### config.mk
export PLATFORM = sky130hd
export DESIGN_NAME = vad_segment_postprocess_core
export DESIGN_NICKNAME = d
export VERILOG_FILES = /design/src/rtl/vsp_pkg.sv /design/src/rtl/vad_segment_postprocess_core.sv /design/src/rtl/vsp_ctrl.sv /design/src/rtl/vsp_datapath.sv
export SDC_FILE = /design/constraint.sdc
export NUM_CORES = 2
export LEC_CHECK = 0
export BUFFER_PORTS_ARGS = -buffer_cell sky130_fd_sc_hd__buf_2
export CAP_MARGIN = 10
export CORE_UTILIZATION = 70
export CTS_BUF_LIST = sky130_fd_sc_hd__clkbuf_8
export DETAILED_ROUTE_END_ITERATION = 10
export GPL_TIMING_DRIVEN = 0
export MAX_ROUTING_LAYER = met4
export PLACE_DENSITY = 0.88
export SLEW_MARGIN = 30
export SYNTH_ARGS = -nofsm -noshare
export SYNTH_HDL_FRONTEND = slang
export SYNTH_HIERARCHICAL = 1
export SYNTH_SLANG_ARGS = --single-unit
### constraint.sdc
create_clock -name i_clk -period 14.76 [get_ports i_clk]
set_input_delay 1.476 -clock i_clk [delete_from_list [all_inputs] [get_ports i_clk]]
set_output_delay 1.476 -clock i_clk [all_outputs]
set_load 0.01 [all_outputs]
### src/rtl/vsp_pkg.sv
// Package for the VAD segment post-processor.
// Holds shared constants, register indexes and the controller/datapath
// command and status structs. No dependencies.
`timescale 1ns / 1ps

package vsp_pkg;

    localparam int WINDOW_SAMPLES_DEF = 512;
    localparam int MAX_CHUNKS_DEF     = 32;

    localparam int ADDR_W = 5;
    localparam int REG_W  = 3;

    // register indexes (byte address = 4 * index)
    localparam logic [REG_W-1:0] REG_START_THR   = 3'd0;
    localparam logic [REG_W-1:0] REG_RELEASE_THR = 3'd1;
    localparam logic [REG_W-1:0] REG_MIN_SIL     = 3'd2;
    localparam logic [REG_W-1:0] REG_MIN_SPEECH  = 3'd3;
    localparam logic [REG_W-1:0] REG_PAD         = 3'd4;
    localparam logic [REG_W-1:0] REG_MAX_CHUNK   = 3'd5;

    // reset values of the registers
    localparam logic [15:0] RST_START_THR   = 16'd16384;
    localparam logic [15:0] RST_RELEASE_THR = 16'd11469;
    localparam logic [31:0] RST_MIN_SIL     = 32'd1600;
    localparam logic [31:0] RST_MIN_SPEECH  = 32'd4000;
    localparam logic [31:0] RST_PAD         = 32'd480;
    localparam logic [31:0] RST_MAX_CHUNK   = 32'd480000;

    // input operation codes
    localparam logic OP_WINDOW = 1'b0;
    localparam logic OP_END    = 1'b1;

    localparam int SUM_W  = 48;
    localparam int DIV_CW = 6;
    localparam logic [DIV_CW-1:0] DIV_LAST = 6'd47;

    // controller to datapath commands
    typedef struct packed {
        logic step;   // apply the latched request to the hysteresis state
        logic close;  // merge the closed segment or retire the held one
        logic tail;   // end of audio: retire held segment, clear stream
        logic prep;   // pad, clamp and length check of the segment to emit
        logic div;    // one restoring division step
        logic chunk;  // produce one chunk
        logic flush;  // push the last pending result with tlast
    } t_cmd;

    // datapath to controller status
    typedef struct packed {
        logic op;
        logic close_req;
        logic emit_req;
        logic drop;
        logic div_done;
        logic chunk_last;
        logic can_put;
        logic flush_done;
    } t_stat;

endpackage

### src/rtl/vad_segment_postprocess_core.sv
// Top level of the VAD segment post-processor: stream ports, register
// port, controller and datapath. Depends on vsp_pkg, vsp_ctrl, vsp_datapath.
`timescale 1ns / 1ps

// Usage:
// The slave stream takes one request per audio window (tuser = 0, tdata
// carries the Q1.15 probability) or an end-of-audio request (tuser = 1,
// tdata carries the total sample count). The master stream returns speech
// chunks; tlast marks the final chunk caused by one request, and a request
// that causes no chunk returns nothing.
// One request is worked on at a time: a window request that closes no
// segment passes through step and flush; emitting a segment adds close,
// prep, the bit-serial averaging divider and one chunk per cycle while
// the result path has room; end of audio can emit two segments.
// The result path has a pending stage and an output register, so the
// block keeps working while one finished chunk waits on tready; when
// tready is low it stalls only once both stages are full.
// Reset (synchronous, active low) restores the registers to defaults and
// clears all stream state; there is no clearing pass. The user must write registers
// through the APB-style port while no request is in progress; the block does not check.
module vad_segment_postprocess_core #(
    parameter int WINDOW_SAMPLES = vsp_pkg::WINDOW_SAMPLES_DEF,
    parameter int MAX_CHUNKS     = vsp_pkg::MAX_CHUNKS_DEF
) (
    input  logic                       i_clk,
    input  logic                       i_rst_n,
    input  logic                       s_axis_tvalid,
    output logic                       s_axis_tready,
    input  logic [47:0]                s_axis_tdata,  // probability[15:0], total_samples[47:16]
    input  logic [0:0]                 s_axis_tuser,  // operation[0]
    output logic                       m_axis_tvalid,
    input  logic                       m_axis_tready,
    output logic [79:0]                m_axis_tdata,  // start[31:0], end[63:32], avg[79:64]
    output logic [0:0]                 m_axis_tuser,  // chunk_capped[0]
    output logic                       m_axis_tlast,
    input  logic                       psel,
    input  logic                       penable,
    input  logic                       pwrite,
    input  logic [vsp_pkg::ADDR_W-1:0] paddr,
    input  logic [31:0]                pwdata,
    output logic [31:0]                prdata,
    output logic                       pready
);

    logic [15:0] r_start_thr, r_release_thr;
    logic [31:0] r_min_sil, r_min_speech, r_pad, r_max_chunk;

    vsp_pkg::t_cmd  cmd;
    vsp_pkg::t_stat stat;
    logic           in_accept;
    logic [vsp_pkg::REG_W-1:0] reg_idx;
    logic [31:0]    out_start, out_end;
    logic [15:0]    out_avg;

    assign pready    = 1'b1;
    assign reg_idx   = paddr[vsp_pkg::ADDR_W-1:2];
    assign in_accept = s_axis_tvalid && s_axis_tready;

    // register writes
    always_ff @(posedge i_clk) begin
        if (!i_rst_n) begin
            r_start_thr   <= vsp_pkg::RST_START_THR;
            r_release_thr <= vsp_pkg::RST_RELEASE_THR;
            r_min_sil     <= vsp_pkg::RST_MIN_SIL;
            r_min_speech  <= vsp_pkg::RST_MIN_SPEECH;
            r_pad         <= vsp_pkg::RST_PAD;
            r_max_chunk   <= vsp_pkg::RST_MAX_CHUNK;
        end else if (psel && penable && pwrite) begin
            unique case (reg_idx)
                vsp_pkg::REG_START_THR:   r_start_thr   <= pwdata[15:0];
                vsp_pkg::REG_RELEASE_THR: r_release_thr <= pwdata[15:0];
                vsp_pkg::REG_MIN_SIL:     r_min_sil     <= pwdata;
                vsp_pkg::REG_MIN_SPEECH:  r_min_speech  <= pwdata;
                vsp_pkg::REG_PAD:         r_pad         <= pwdata;
                vsp_pkg::REG_MAX_CHUNK:   r_max_chunk   <= pwdata;
                default: ;
            endcase
        end
    end

    // register reads
    always_comb begin
        unique case (reg_idx)
            vsp_pkg::REG_START_THR:   prdata = {16'd0, r_start_thr};
            vsp_pkg::REG_RELEASE_THR: prdata = {16'd0, r_release_thr};
            vsp_pkg::REG_MIN_SIL:     prdata = r_min_sil;
            vsp_pkg::REG_MIN_SPEECH:  prdata = r_min_speech;
            vsp_pkg::REG_PAD:         prdata = r_pad;
            vsp_pkg::REG_MAX_CHUNK:   prdata = r_max_chunk;
            default:                  prdata = 32'd0;
        endcase
    end

    vsp_ctrl u_ctrl (
        .i_clk      (i_clk),
        .i_rst_n    (i_rst_n),
        .i_in_valid (s_axis_tvalid),
        .o_in_ready (s_axis_tready),
        .i_stat     (stat),
        .o_cmd      (cmd)
    );

    vsp_datapath #(
        .WINDOW_SAMPLES (WINDOW_SAMPLES),
        .MAX_CHUNKS     (MAX_CHUNKS)
    ) u_dp (
        .i_clk         (i_clk),
        .i_rst_n       (i_rst_n),
        .i_cmd         (cmd),
        .o_stat        (stat),
        .i_in_accept   (in_accept),
        .i_in_op       (s_axis_tuser[0]),
        .i_in_prob     (s_axis_tdata[15:0]),
        .i_in_total    (s_axis_tdata[47:16]),
        .i_start_thr   (r_start_thr),
        .i_release_thr (r_release_thr),
        .i_min_sil     (r_min_sil),
        .i_min_speech  (r_min_speech),
        .i_pad         (r_pad),
        .i_max_chunk   (r_max_chunk),
        .i_out_ready   (m_axis_tready),
        .o_out_valid   (m_axis_tvalid),
        .o_out_start   (out_start),
        .o_out_end     (out_end),
        .o_out_avg     (out_avg),
        .o_out_capped  (m_axis_tuser[0]),
        .o_out_last    (m_axis_tlast)
    );

    assign m_axis_tdata = {out_avg, out_end, out_start};

endmodule

### src/rtl/vsp_ctrl.sv
// Controller state machine of the VAD segment post-processor.
// Sequences step, close, tail, emit (prep, divide, chunks) and flush.
// Depends on vsp_pkg.
`timescale 1ns / 1ps

module vsp_ctrl (
    input  logic          i_clk,
    input  logic          i_rst_n,
    input  logic          i_in_valid,
    output logic          o_in_ready,
    input  vsp_pkg::t_stat i_stat,
    output vsp_pkg::t_cmd  o_cmd
);

    typedef enum logic [7:0] {
        S_IDLE  = 8'b0000_0001,
        S_STEP  = 8'b0000_0010,
        S_CLOSE = 8'b0000_0100,
        S_TAIL  = 8'b0000_1000,
        S_PREP  = 8'b0001_0000,
        S_DIV   = 8'b0010_0000,
        S_CHUNK = 8'b0100_0000,
        S_FLUSH = 8'b1000_0000
    } t_state;

    t_state r_state, n_state;
    logic   r_tail_done, n_tail_done;
    t_state after_emit;

    // where to go once a segment has been emitted, dropped or not produced
    assign after_emit = (i_stat.op == vsp_pkg::OP_END && !r_tail_done) ? S_TAIL : S_FLUSH;

    assign o_in_ready = (r_state == S_IDLE);

    // next state and commands
    always_comb begin
        n_state     = r_state;
        n_tail_done = r_tail_done;
        o_cmd       = '0;
        unique case (r_state)
            S_IDLE: begin
                n_tail_done = 1'b0;
                if (i_in_valid) begin
                    n_state = S_STEP;
                end
            end
            S_STEP: begin
                o_cmd.step = 1'b1;
                n_state = i_stat.close_req ? S_CLOSE : after_emit;
            end
            S_CLOSE: begin
                o_cmd.close = 1'b1;
                n_state = i_stat.emit_req ? S_PREP : after_emit;
            end
            S_TAIL: begin
                o_cmd.tail  = 1'b1;
                n_tail_done = 1'b1;
                n_state = i_stat.emit_req ? S_PREP : S_FLUSH;
            end
            S_PREP: begin
                o_cmd.prep = 1'b1;
                n_state = i_stat.drop ? after_emit : S_DIV;
            end
            S_DIV: begin
                o_cmd.div = 1'b1;
                if (i_stat.div_done) begin
                    n_state = S_CHUNK;
                end
            end
            S_CHUNK: begin
                if (i_stat.can_put) begin
                    o_cmd.chunk = 1'b1;
                    if (i_stat.chunk_last) begin
                        n_state = after_emit;
                    end
                end
            end
            S_FLUSH: begin
                o_cmd.flush = 1'b1;
                if (i_stat.flush_done) begin
                    n_state = S_IDLE;
                end
            end
            default: n_state = S_IDLE;
        endcase
    end

    always_ff @(posedge i_clk) begin
        if (!i_rst_n) begin
            r_state     <= S_IDLE;
            r_tail_done <= 1'b0;
        end else begin
            r_state     <= n_state;
            r_tail_done <= n_tail_done;
        end
    end

endmodule

### src/rtl/vsp_datapath.sv
// Datapath of the VAD segment post-processor: hysteresis state, held
// segment, padding, iterative averaging divider, chunk splitter, output
// stages. Depends on vsp_pkg.
`timescale 1ns / 1ps

module vsp_datapath #(
    parameter int WINDOW_SAMPLES = vsp_pkg::WINDOW_SAMPLES_DEF,
    parameter int MAX_CHUNKS     = vsp_pkg::MAX_CHUNKS_DEF
) (
    input  logic           i_clk,
    input  logic           i_rst_n,
    input  vsp_pkg::t_cmd  i_cmd,
    output vsp_pkg::t_stat o_stat,
    input  logic           i_in_accept,
    input  logic           i_in_op,
    input  logic [15:0]    i_in_prob,
    input  logic [31:0]    i_in_total,
    input  logic [15:0]    i_start_thr,
    input  logic [15:0]    i_release_thr,
    input  logic [31:0]    i_min_sil,
    input  logic [31:0]    i_min_speech,
    input  logic [31:0]    i_pad,
    input  logic [31:0]    i_max_chunk,
    input  logic           i_out_ready,
    output logic           o_out_valid,
    output logic [31:0]    o_out_start,
    output logic [31:0]    o_out_end,
    output logic [15:0]    o_out_avg,
    output logic           o_out_capped,
    output logic           o_out_last
);

    localparam int SW = vsp_pkg::SUM_W;
    localparam int KW = $clog2(MAX_CHUNKS + 1);
    localparam logic [KW-1:0] K_LAST = KW'(MAX_CHUNKS - 1);

    // latched request
    logic        r_op;
    logic [15:0] r_prob;
    logic [31:0] r_total;

    // stream state
    logic [31:0]   r_pos;
    logic          r_trig;
    logic [31:0]   r_o_start;
    logic [SW-1:0] r_o_sum;
    logic [31:0]   r_o_cnt;
    logic          r_h_valid;
    logic [31:0]   r_h_start, r_h_end;
    logic [SW-1:0] r_h_sum;
    logic [31:0]   r_h_cnt;

    // closed segment
    logic [31:0]   r_c_start, r_c_end;
    logic [SW-1:0] r_c_sum;
    logic [31:0]   r_c_cnt;

    // segment being emitted
    logic [31:0]   r_e_start, r_e_end;
    logic [SW-1:0] r_e_sum;
    logic [31:0]   r_e_cnt;
    logic          r_e_clamp;

    // chunk splitter and divider
    logic [32:0]       r_t;
    logic [31:0]       r_pe, r_mx;
    logic              r_split;
    logic [KW-1:0]     r_k;
    logic [31:0]       r_rem;
    logic [SW-1:0]     r_quo;
    logic [vsp_pkg::DIV_CW-1:0] r_dcnt;

    // pending result and output register
    logic        r_pv;
    logic [31:0] r_p_start, r_p_end;
    logic [15:0] r_p_avg;
    logic        r_p_cap;
    logic        r_ov;
    logic [31:0] r_ob_start, r_ob_end;
    logic [15:0] r_ob_avg;
    logic        r_ob_cap, r_ob_last;

    // window hysteresis
    logic [31:0]   next_pos;
    logic          trig_on, trig_off;
    logic [SW:0]   o_sum_add;
    logic [32:0]   o_cnt_add;
    assign next_pos  = r_pos + 32'(WINDOW_SAMPLES);
    assign trig_on   = !r_trig && (r_prob >= i_start_thr);
    assign trig_off  = r_trig && (r_prob < i_release_thr);
    assign o_sum_add = {1'b0, r_o_sum} + (SW+1)'(r_prob);
    assign o_cnt_add = {1'b0, r_o_cnt} + 33'd1;

    // merge test and saturating merge
    logic signed [33:0] gap;
    logic               merge;
    logic [SW:0]        h_sum_add;
    logic [32:0]        h_cnt_add;
    assign gap       = $signed({2'b00, r_c_start}) - $signed({2'b00, r_h_end});
    assign merge     = r_h_valid && (gap < $signed({2'b00, i_min_sil}));
    assign h_sum_add = {1'b0, r_h_sum} + {1'b0, r_c_sum};
    assign h_cnt_add = {1'b0, r_h_cnt} + {1'b0, r_c_cnt};

    // padding, clamping, length check
    logic signed [32:0] seg_len;
    logic               drop;
    logic [31:0]        ps, pe, mx;
    logic [32:0]        pe_raw;
    always_comb begin
        seg_len = $signed({1'b0, r_e_end}) - $signed({1'b0, r_e_start});
        drop    = seg_len < $signed({1'b0, i_min_speech});
        ps      = (r_e_start > i_pad) ? r_e_start - i_pad : 32'd0;
        pe_raw  = {1'b0, r_e_end} + {1'b0, i_pad};
        if (r_e_clamp && pe_raw > {1'b0, r_total}) begin
            pe_raw = {1'b0, r_total};
        end
        pe = pe_raw[32] ? 32'hFFFF_FFFF : pe_raw[31:0];
        mx = (i_max_chunk == 32'd0) ? 32'd1 : i_max_chunk;
    end

    // restoring divider step
    logic [32:0] rem_sh;
    logic        q_bit;
    assign rem_sh = {r_rem, r_quo[SW-1]};
    assign q_bit  = rem_sh >= {1'b0, r_e_cnt};

    // next chunk
    logic [32:0] ce;
    logic [31:0] c_end;
    logic        c_cap, c_last;
    logic [15:0] avg;
    always_comb begin
        ce     = r_t + {1'b0, r_mx};
        c_cap  = 1'b0;
        if (!r_split) begin
            c_end  = r_pe;
            c_last = 1'b1;
        end else if (r_k == K_LAST) begin
            c_cap  = ce < {1'b0, r_pe};
            c_end  = r_pe;
            c_last = 1'b1;
        end else begin
            c_end  = (ce > {1'b0, r_pe}) ? r_pe : ce[31:0];
            c_last = ce >= {1'b0, r_pe};
        end
        avg = (r_e_cnt == 32'd0) ? 16'd0 : r_quo[15:0];
    end

    logic out_free, load_out;
    assign out_free = !r_ov || i_out_ready;
    assign load_out = r_pv && (i_cmd.chunk || (i_cmd.flush && out_free));

    // status
    always_comb begin
        o_stat            = '0;
        o_stat.op         = r_op;
        o_stat.close_req  = (r_op == vsp_pkg::OP_END) ? r_trig : trig_off;
        o_stat.emit_req   = i_cmd.tail ? r_h_valid : (r_h_valid && !merge);
        o_stat.drop       = drop;
        o_stat.div_done   = (r_dcnt == vsp_pkg::DIV_LAST);
        o_stat.chunk_last = c_last;
        o_stat.can_put    = !r_pv || out_free;
        o_stat.flush_done = !r_pv;
    end

    // request latch, stream state, held segment
    always_ff @(posedge i_clk) begin
        if (i_in_accept) begin
            r_op    <= i_in_op;
            r_prob  <= i_in_prob;
            r_total <= i_in_total;
        end
        if (!i_rst_n) begin
            r_pos     <= '0;
            r_trig    <= 1'b0;
            r_o_start <= '0;
            r_o_sum   <= '0;
            r_o_cnt   <= '0;
            r_h_valid <= 1'b0;
            r_h_start <= '0;
            r_h_end   <= '0;
            r_h_sum   <= '0;
            r_h_cnt   <= '0;
        end else if (i_cmd.step) begin
            if (r_op == vsp_pkg::OP_WINDOW) begin
                r_pos <= next_pos;
                if (trig_on) begin
                    r_trig    <= 1'b1;
                    r_o_start <= r_pos;
                    r_o_sum   <= SW'(r_prob);
                    r_o_cnt   <= 32'd1;
                end else if (trig_off) begin
                    r_trig <= 1'b0;
                end else if (r_trig) begin
                    r_o_sum <= o_sum_add[SW] ? {SW{1'b1}} : o_sum_add[SW-1:0];
                    r_o_cnt <= o_cnt_add[32] ? 32'hFFFF_FFFF : o_cnt_add[31:0];
                end
            end
        end else if (i_cmd.close) begin
            if (merge) begin
                r_h_end <= r_c_end;
                r_h_sum <= h_sum_add[SW] ? {SW{1'b1}} : h_sum_add[SW-1:0];
                r_h_cnt <= h_cnt_add[32] ? 32'hFFFF_FFFF : h_cnt_add[31:0];
            end else begin
                r_h_valid <= 1'b1;
                r_h_start <= r_c_start;
                r_h_end   <= r_c_end;
                r_h_sum   <= r_c_sum;
                r_h_cnt   <= r_c_cnt;
            end
        end else if (i_cmd.tail) begin
            r_pos     <= '0;
            r_trig    <= 1'b0;
            r_o_start <= '0;
            r_o_sum   <= '0;
            r_o_cnt   <= '0;
            r_h_valid <= 1'b0;
            r_h_start <= '0;
            r_h_end   <= '0;
            r_h_sum   <= '0;
            r_h_cnt   <= '0;
        end
    end

    // closed segment and emitted segment capture
    always_ff @(posedge i_clk) begin
        if (i_cmd.step) begin
            r_c_start <= r_o_start;
            r_c_end   <= (r_op == vsp_pkg::OP_END) ? r_total : next_pos;
            r_c_sum   <= r_o_sum;
            r_c_cnt   <= r_o_cnt;
        end
        if ((i_cmd.close && !merge) || i_cmd.tail) begin
            r_e_start <= r_h_start;
            r_e_end   <= r_h_end;
            r_e_sum   <= r_h_sum;
            r_e_cnt   <= r_h_cnt;
            r_e_clamp <= (r_op == vsp_pkg::OP_END);
        end
    end

    // prep, division and chunk walk
    always_ff @(posedge i_clk) begin
        if (i_cmd.prep) begin
            r_t     <= {1'b0, ps};
            r_pe    <= pe;
            r_mx    <= mx;
            r_split <= ($signed({1'b0, pe}) - $signed({1'b0, ps})) > $signed({1'b0, mx});
            r_rem   <= '0;
            r_quo   <= r_e_sum;
            r_dcnt  <= '0;
        end else if (i_cmd.div) begin
            r_rem  <= q_bit ? 32'(rem_sh - {1'b0, r_e_cnt}) : rem_sh[31:0];
            r_quo  <= {r_quo[SW-2:0], q_bit};
            r_dcnt <= r_dcnt + 1'b1;
        end else if (i_cmd.chunk) begin
            r_t <= {1'b0, c_end};
        end
        // chunk index stops at the last chunk of a segment
        if (!i_rst_n || i_cmd.prep) begin
            r_k <= '0;
        end else if (i_cmd.chunk && !c_last) begin
            r_k <= r_k + 1'b1;
        end
    end

    // pending slot and output register
    always_ff @(posedge i_clk) begin
        if (!i_rst_n) begin
            r_pv <= 1'b0;
            r_ov <= 1'b0;
        end else begin
            if (i_cmd.chunk) begin
                r_pv <= 1'b1;
            end else if (load_out) begin
                r_pv <= 1'b0;
            end
            if (load_out) begin
                r_ov <= 1'b1;
            end else if (i_out_ready) begin
                r_ov <= 1'b0;
            end
        end
        if (i_cmd.chunk) begin
            r_p_start <= r_t[31:0];
            r_p_end   <= c_end;
            r_p_avg   <= avg;
            r_p_cap   <= c_cap;
        end
        if (load_out) begin
            r_ob_start <= r_p_start;
            r_ob_end   <= r_p_end;
            r_ob_avg   <= r_p_avg;
            r_ob_cap   <= r_p_cap;
            r_ob_last  <= i_cmd.flush;
        end
    end

    assign o_out_valid  = r_ov;
    assign o_out_start  = r_ob_start;
    assign o_out_end    = r_ob_end;
    assign o_out_avg    = r_ob_avg;
    assign o_out_capped = r_ob_cap;
    assign o_out_last   = r_ob_last;

`ifndef SYNTHESIS
    // a new chunk never overwrites a pending one the output cannot take
    a_put_room: assert property (@(posedge i_clk) disable iff (!i_rst_n)
        (i_cmd.chunk && r_pv) |-> out_free)
        else $error("chunk produced with no room");

    // chunk counter stays within the chunk cap
    a_k_range: assert property (@(posedge i_clk) disable iff (!i_rst_n)
        r_k <= K_LAST)
        else $error("chunk counter beyond cap");

    // end of audio returns stream state to reset
    a_tail_clear: assert property (@(posedge i_clk) disable iff (!i_rst_n)
        i_cmd.tail |=> (!r_h_valid && !r_trig && r_pos == 32'd0))
        else $error("stream state not cleared");
`endif

endmodule
# Yosys cells after proc, flatten, opt, wreduce, memory -nomap -nowiden
# Cells that the tools add are included.
# W data, S select, Z words.
[op_classes]
add_sub_neg = 14
magnitude_cmp = 11
eq_ne = 28
muxes = 81
bitwise_logic = 1
reduce_logical = 50
[op_table]
columns = ["operator", "n"]
rows = [
  ["$mux W32", 30],
  ["$mux W48", 13],
  ["$pmux W32 S6", 1],
  ["$add A32 B32 Y33", 3],
  ["$sub A32 B32 Y33", 3],
  ["$mux W8", 10],
  ["$ge A33 B32 Y1", 2],
  ["$gt A33 B32 Y1", 2],
  ["$logic_not A32 Y1", 2],
  ["$pmux W8 S8", 1],
  ["$sub A32 B32 Y32", 2],
  ["$add A48 B16 Y49", 1],
  ["$add A48 B48 Y49", 1],
  ["$lt A34 B33 Y1", 1],
  ["$add A32 B1 Y33 const B", 1],
  ["$gt A33 B33 Y1", 1],
  ["$lt A33 B32 Y1", 1],
  ["$lt A33 B33 Y1", 1],
  ["$mux W33", 1],
  ["$add A32 B10 Y32 const B", 1],
  ["$gt A32 B32 Y1", 1],
  ["$mux W1", 24],
  ["$reduce_and A2 Y1", 9],
  ["$ge A16 B16 Y1", 1],
  ["29 further kinds", 72],
]
[totals]
ff_bits = 1151
inputBits = 93
output_inout_bits = 117

# Depth between registers and ports, before layout
[logic_depth]
ltp_word = 9
ltp_mapped = 45

# By module
# The synthesis kept the hierarchy.
[modules_own_cells]
columns = ["mod", "n_inst", "cells_each", "area_each_um2", "seq_area_each_um2"]
rows = [
  ["vsp_datapath", 1, 5571, 54712.5, 25044.0],
  ["vad_segment_postprocess_core", 1, 740, 7136.8, 3203.1],
  ["vsp_ctrl", 1, 78, 631.9, 180.2],
]

# Least setup slack after synthesis
# No wires, ideal clock.
[synth_timing]
path_kind = "register to register"
start = "reg u_dp.r_e_end[8]"
end = "reg u_dp.r_split, data pin"
setup_time_ns = 0.265
t_arrival_ns = 8.032
t_required_ns = 14.495
path_slack_ns = 6.463
path_stages_with_launch = 41
period_less_slack_ns = 8.297
path_cell_list = "edfxtp_1 ha_1 a21oi_1 nor2_1 o21a_1 a311oi_1 a21oi_1 o41ai_2 o21ai_1 a311oi_1 xnor2_1 ha_1 nand4_1 or4_1 o21ai_0 a211oi_1 a211oi_1 o21a_1 [... 5 more ...] o21ai_0 a21oi_1 o41a_1 a41o_1 a31oi_1 o21ai_1 a21o_1 a21o_1 a221oi_1 xnor2_1 ha_1 a21o_1 a21o_1 a21oi_1 o21ai_0 a21o_1 a211oi_1 a211oi_1"
[synth_via]
elab_chain_len = 7
[synth_lines]
columns = ["element", "line_no", "rtl"]
rows = [
  ["start, declared", "vsp_datapath.sv:59", "logic [31:0] r_e_start, r_e_end;"],
  ["start signal, assigned", "vsp_datapath.sv:235", "r_e_end <= r_h_end;"],
  ["$add A32 B32 Y33 *", "vsp_datapath.sv:113", "pe_raw = {1'b0, r_e_end} + {1'b0, i_pad};"],
  ["$gt A33 B32 Y1", "vsp_datapath.sv:114", "if (r_e_clamp && pe_raw > {1'b0, r_total}) begin"],
  ["$logic_and A1 B1 Y1", "vsp_datapath.sv:114", ""],
  ["$mux W33 *", "vsp_datapath.sv:114", ""],
  ["$mux W32 *", "vsp_datapath.sv:117", "pe = pe_raw[32] ? 32'hFFFF_FFFF : pe_raw[31:0];"],
  ["net u_dp.pe[1]", "vsp_datapath.sv:107", "logic [31:0] ps, pe, mx;"],
  ["$sub A32 B32 Y33 *", "vsp_datapath.sv:248", "r_split <= ($signed({1'b0, pe}) - $signed({1'b0, ps})) > $signed({1'b0, mx});"],
  ["$gt A33 B33 Y1 *", "vsp_datapath.sv:248", ""],
  ["end signal, assigned", "vsp_datapath.sv:248", ""],
  ["end, declared", "vsp_datapath.sv:67", "logic r_split;"],
]
# Mark *: on every way through the listed nets, which the timed path passes. The rest lies on a longest branch.
# A chain may end at the register's enable or synchronous reset.

# Final worst setup path
[layout_timing]
start = "reg u_dp.r_e_end[0]"
end = "reg u_dp.r_split, data pin"
# Same word-level chain as after synthesis.

==> results.sh <==
export IMPL_firstDrtPassIters=11
export IMPL_hold_buffers=0
export IMPL_grt_max_degree=59
export IMPL_hold_class="register to register"
export IMPL_final_max_slew_viol_count=0
export IMPL_crit_type="register to register"
export IMPL_portBuffers=206
export IMPL_die_w_um=300.8
export IMPL_fin_crit_sh_pct=70.98
export IMPL_synth_sequential_area_ratio_pct=45.50
export IMPL_synth_nets=6980
export IMPL_endpoint_kind="register"
export IMPL_num_rows=109
export IMPL_p_int_uw=4805
export IMPL_cp_required_ns=15.35
export IMPL_post_synth_top_count_cell="edfxtp_1"
export IMPL_ios=210
export IMPL_synth_area_leaders="edfxtp_1, dfxtp_1, ha_1, a21oi_1, nand2_1"
export IMPL_finalSetupTns_ns=0
export IMPL_wl_um=201800
export IMPL_worstSkewPairLatency_ns=0.88
export IMPL_drc=5
export IMPL_synth_edf_count=628
export IMPL_holdCritStartpoint="u_dp/r_p_end[21]"
export IMPL_start_util_pct=70.70
export IMPL_regToRegSetupSlack_ns=4.28
export IMPL_slowest_delay_ns=0.52
export IMPL_cts_sinks=1106
export IMPL_drive_gt1_share_pct=10.59
export IMPL_via_count=53909
export IMPL_ys_flop_type="edfxtp_1"
export IMPL_crit_reg2reg_launch="u_dp/r_e_end[0]"
export IMPL_htreeDepth=4
export IMPL_p_clk_share_pct=42.0
export IMPL_cts_repair_resized=0
export IMPL_syn2layout_area_growth_pct=10.32
export IMPL_start_kind="register"
export IMPL_fin_skew_ns=0.04124
export IMPL_reg2reg_to="u_dp/r_split"
export IMPL_cts_buffers_inserted=174
export IMPL_slew_headroom_pct=24.12
export IMPL_clockBufferDepth=3
export IMPL_synth_top_area_share_pct=30.18
export IMPL_rr_worst_depth=41
export IMPL_synth_top_cell_by_area="edfxtp_1"
export IMPL_violations="DRC"
export IMPL_grt_first_pass_wirelength_um=299300
export IMPL_p_sw_share_pct=24.92
export IMPL_die_area_mm2=0.09046
export IMPL_hold_slack_ns=0.4100
export IMPL_antenna_found_initial=7
export IMPL_cp_max_fo=10
export IMPL_tritoncts="built"
export IMPL_synth_async_reset_ratio_pct=0
export IMPL_yosys_warnings=6
export IMPL_post_cts_buffers=0
export IMPL_clkTransAtPathRegs_ns=0.06
export IMPL_cp_data_arrival_time_ns=11.07
export IMPL_globalplace_congestion=1.060
export IMPL_tightestPinTransition_ns=1.126
export IMPL_syn_area_mm2=0.06248
export IMPL_dr_first_iter_drc_count=7482
export IMPL_status="finished with violations"
export IMPL_syn_area_per_cell_um2=9.779
export IMPL_yosys_top_cells_count="edfxtp_1, a21oi_1, nand2_1, ha_1, dfxtp_1"
export IMPL_wire_per_inst_um=24.90
export IMPL_share_comb_of_total_power_pct=6.6
export IMPL_peakVddDrop_mv=0.1054
export IMPL_synth_seq_cells=1106
export IMPL_hold_viol=0
export IMPL_grt_overflow=0
export IMPL_critPathSlowestCell="a2111oi_0"
export IMPL_fin_crit_ns=10.48
export IMPL_whs_endpoint="u_dp/o_out_end[21]"
export IMPL_gr_usage_all_layers_pct=45.09
export IMPL_p_leak_uw=0.02790
export IMPL_fin_cells=8106
export IMPL_p_per_area_mw_per_mm2=92.84
export IMPL_maxCapViolCount=0
export IMPL_power_switching_uw=1595
export IMPL_viasPerCell=6.651
export IMPL_nNetsFinal=7378
export IMPL_seq_power_share_pct=51.4
export IMPL_rsz0062_at_grt="no"
export IMPL_finalSetupViolations=0
export IMPL_first_global_vias=50729
export IMPL_postSynthCellCount=6389
export IMPL_dp_cells=7776
export IMPL_hold_depth=0
export IMPL_coreArea_mm2=0.08837
export IMPL_cts_root_buf="clkbuf_8"
export IMPL_dpl_hpwl_um=154300
export IMPL_die_h_um=300.8
export IMPL_synth_distinct_cells=123
export IMPL_ant_nets=0
export IMPL_max_freq_mhz=95.45
==> registers in the layout, summed over array words and instances (netlist names), 48 cells and up <==
register	cells
u_dp/r_c_sum	48
u_dp/r_o_sum	48
u_dp/r_e_sum	48
u_dp/r_quo	48
u_dp/r_h_sum	48
==> final cells by class <==
| cell class | count | area, um2 |
|---|---|---|
| multi-input cells | 4542 | 31060 |
| flip-flops and latches | 1106 | 28430 |
| fillers | 5770 | 19450 |
| clock buffers | 202 | 2780 |
| inverters | 435 | 1635 |
| well taps | 1165 | 1458 |
| plain buffers | 306 | 1405 |
| repair buffers | 222 | 1356 |
| clock inverters | 116 | 779.5 |
| diodes | 12 | 30.03 |
==> power groups by stage <==
| stage | Clock (uW) | Sequential, uW | Combinational, uW |
|---|---|---|---|
| 6_report | 2690 | 3290 | 421 |
| 5_1_grt | 2820 | 3290 | 448 |
| 3_5_place_dp | 0 | 3350 | 401 |
| 4_1_cts | 2690 | 3290 | 404 |
| 2_1_floorplan | 0 | 3340 | 260 |
| 3_3_place_gp | 0 | 3360 | 387 |
==> layer usage <==
metal	share of wire [%]	wire length, um	global-route usage (%)	vias to the layer above
li1	-	-	-	24113
met1	39	79160	59.87	25591
met2	42	85190	64.21	3582
met3	13	26650	11.33	623
met4	5.4	10840	22.17	0
met5	0	0	-	-
==> critical path: cells and delay by family, from the launching register on <==
kind                     cells  cell delay (ns)
AO/OA/AOI/OAI               23             5.52
XOR/XNOR                     2             0.24
buffers and inverters        2             0.45
AND/OR/NAND/NOR              9             1.87
flip-flops                   1             0.44
adder cells (fa/ha/maj)      5             1.65
==> worst max path at each step <==
stage	from	to	slack [ns]	cells past startpoint
floorplan	u_dp/r_e_end[8]	u_dp/r_split	6.46	40
global placement	u_dp/r_e_end[9]	u_dp/r_split	4.43	40
detailed placement	r_pad[8]	u_dp/r_split	4.33	40
CTS	u_dp/r_e_end[9]	u_dp/r_split	4.32	40
global route	r_pad[0]	u_dp/r_split	3.63	40
finish	u_dp/r_e_end[0]	u_dp/r_split	4.28	41
==> layout by cell type, fill, tap and decap left out, types with 52 or more instances in the layout <==
master,Yosys,routed
a31oi_1,52,52
inv_1,432,483
a21o_1,176,175
o21ai_0,395,394
nand4_1,64,64
a21oi_1,555,555
nand2_1,543,543
xor2_1,97,97
and3_1,57,56
clkbuf_1,206,200
dfxtp_1,478,478
edfxtp_1,628,628
nor2_1,458,457
buf_2,57,263
nor3_1,105,105
o21a_1,65,65
mux2i_1,178,178
a211oi_1,52,52
ha_1,491,491
nand3_1,135,135
nand2b_1,56,56
clkbuf_8,0,202
xnor2_1,202,202
nor2b_1,75,75
o211ai_1,65,65
a22oi_1,110,110
mux2_2,84,84
==> cells by family after synthesis <==
family	count (synthesis)	synth area share, %
fa+ha+maj	498	10.06
flops	1106	45.50
mux	264	4.426
compound gates	1816	18.53
xor+xnor	299	4.191
simple gates	1662	12.44
other cells	3	0.01802
buf+inv	741	4.850
==> per-stage QoR <==
stage | area [um2] | power, uW | setup WS (ns) | util [%]
after floorplan | 62480 | 3600 | 6.463 | -
after global placement | 64970 | 3744 | 4.435 | 73.52
after detailed placement | 65330 | 3756 | 4.331 | 73.92
after CTS | 68890 | 6384 | 4.321 | 77.95
after global routing | 68910 | 6562 | 3.627 | 77.98
final | 68930 | 6399 | 4.283 | 77.99
Note: power is estimated with default switching activity, not from simulation.
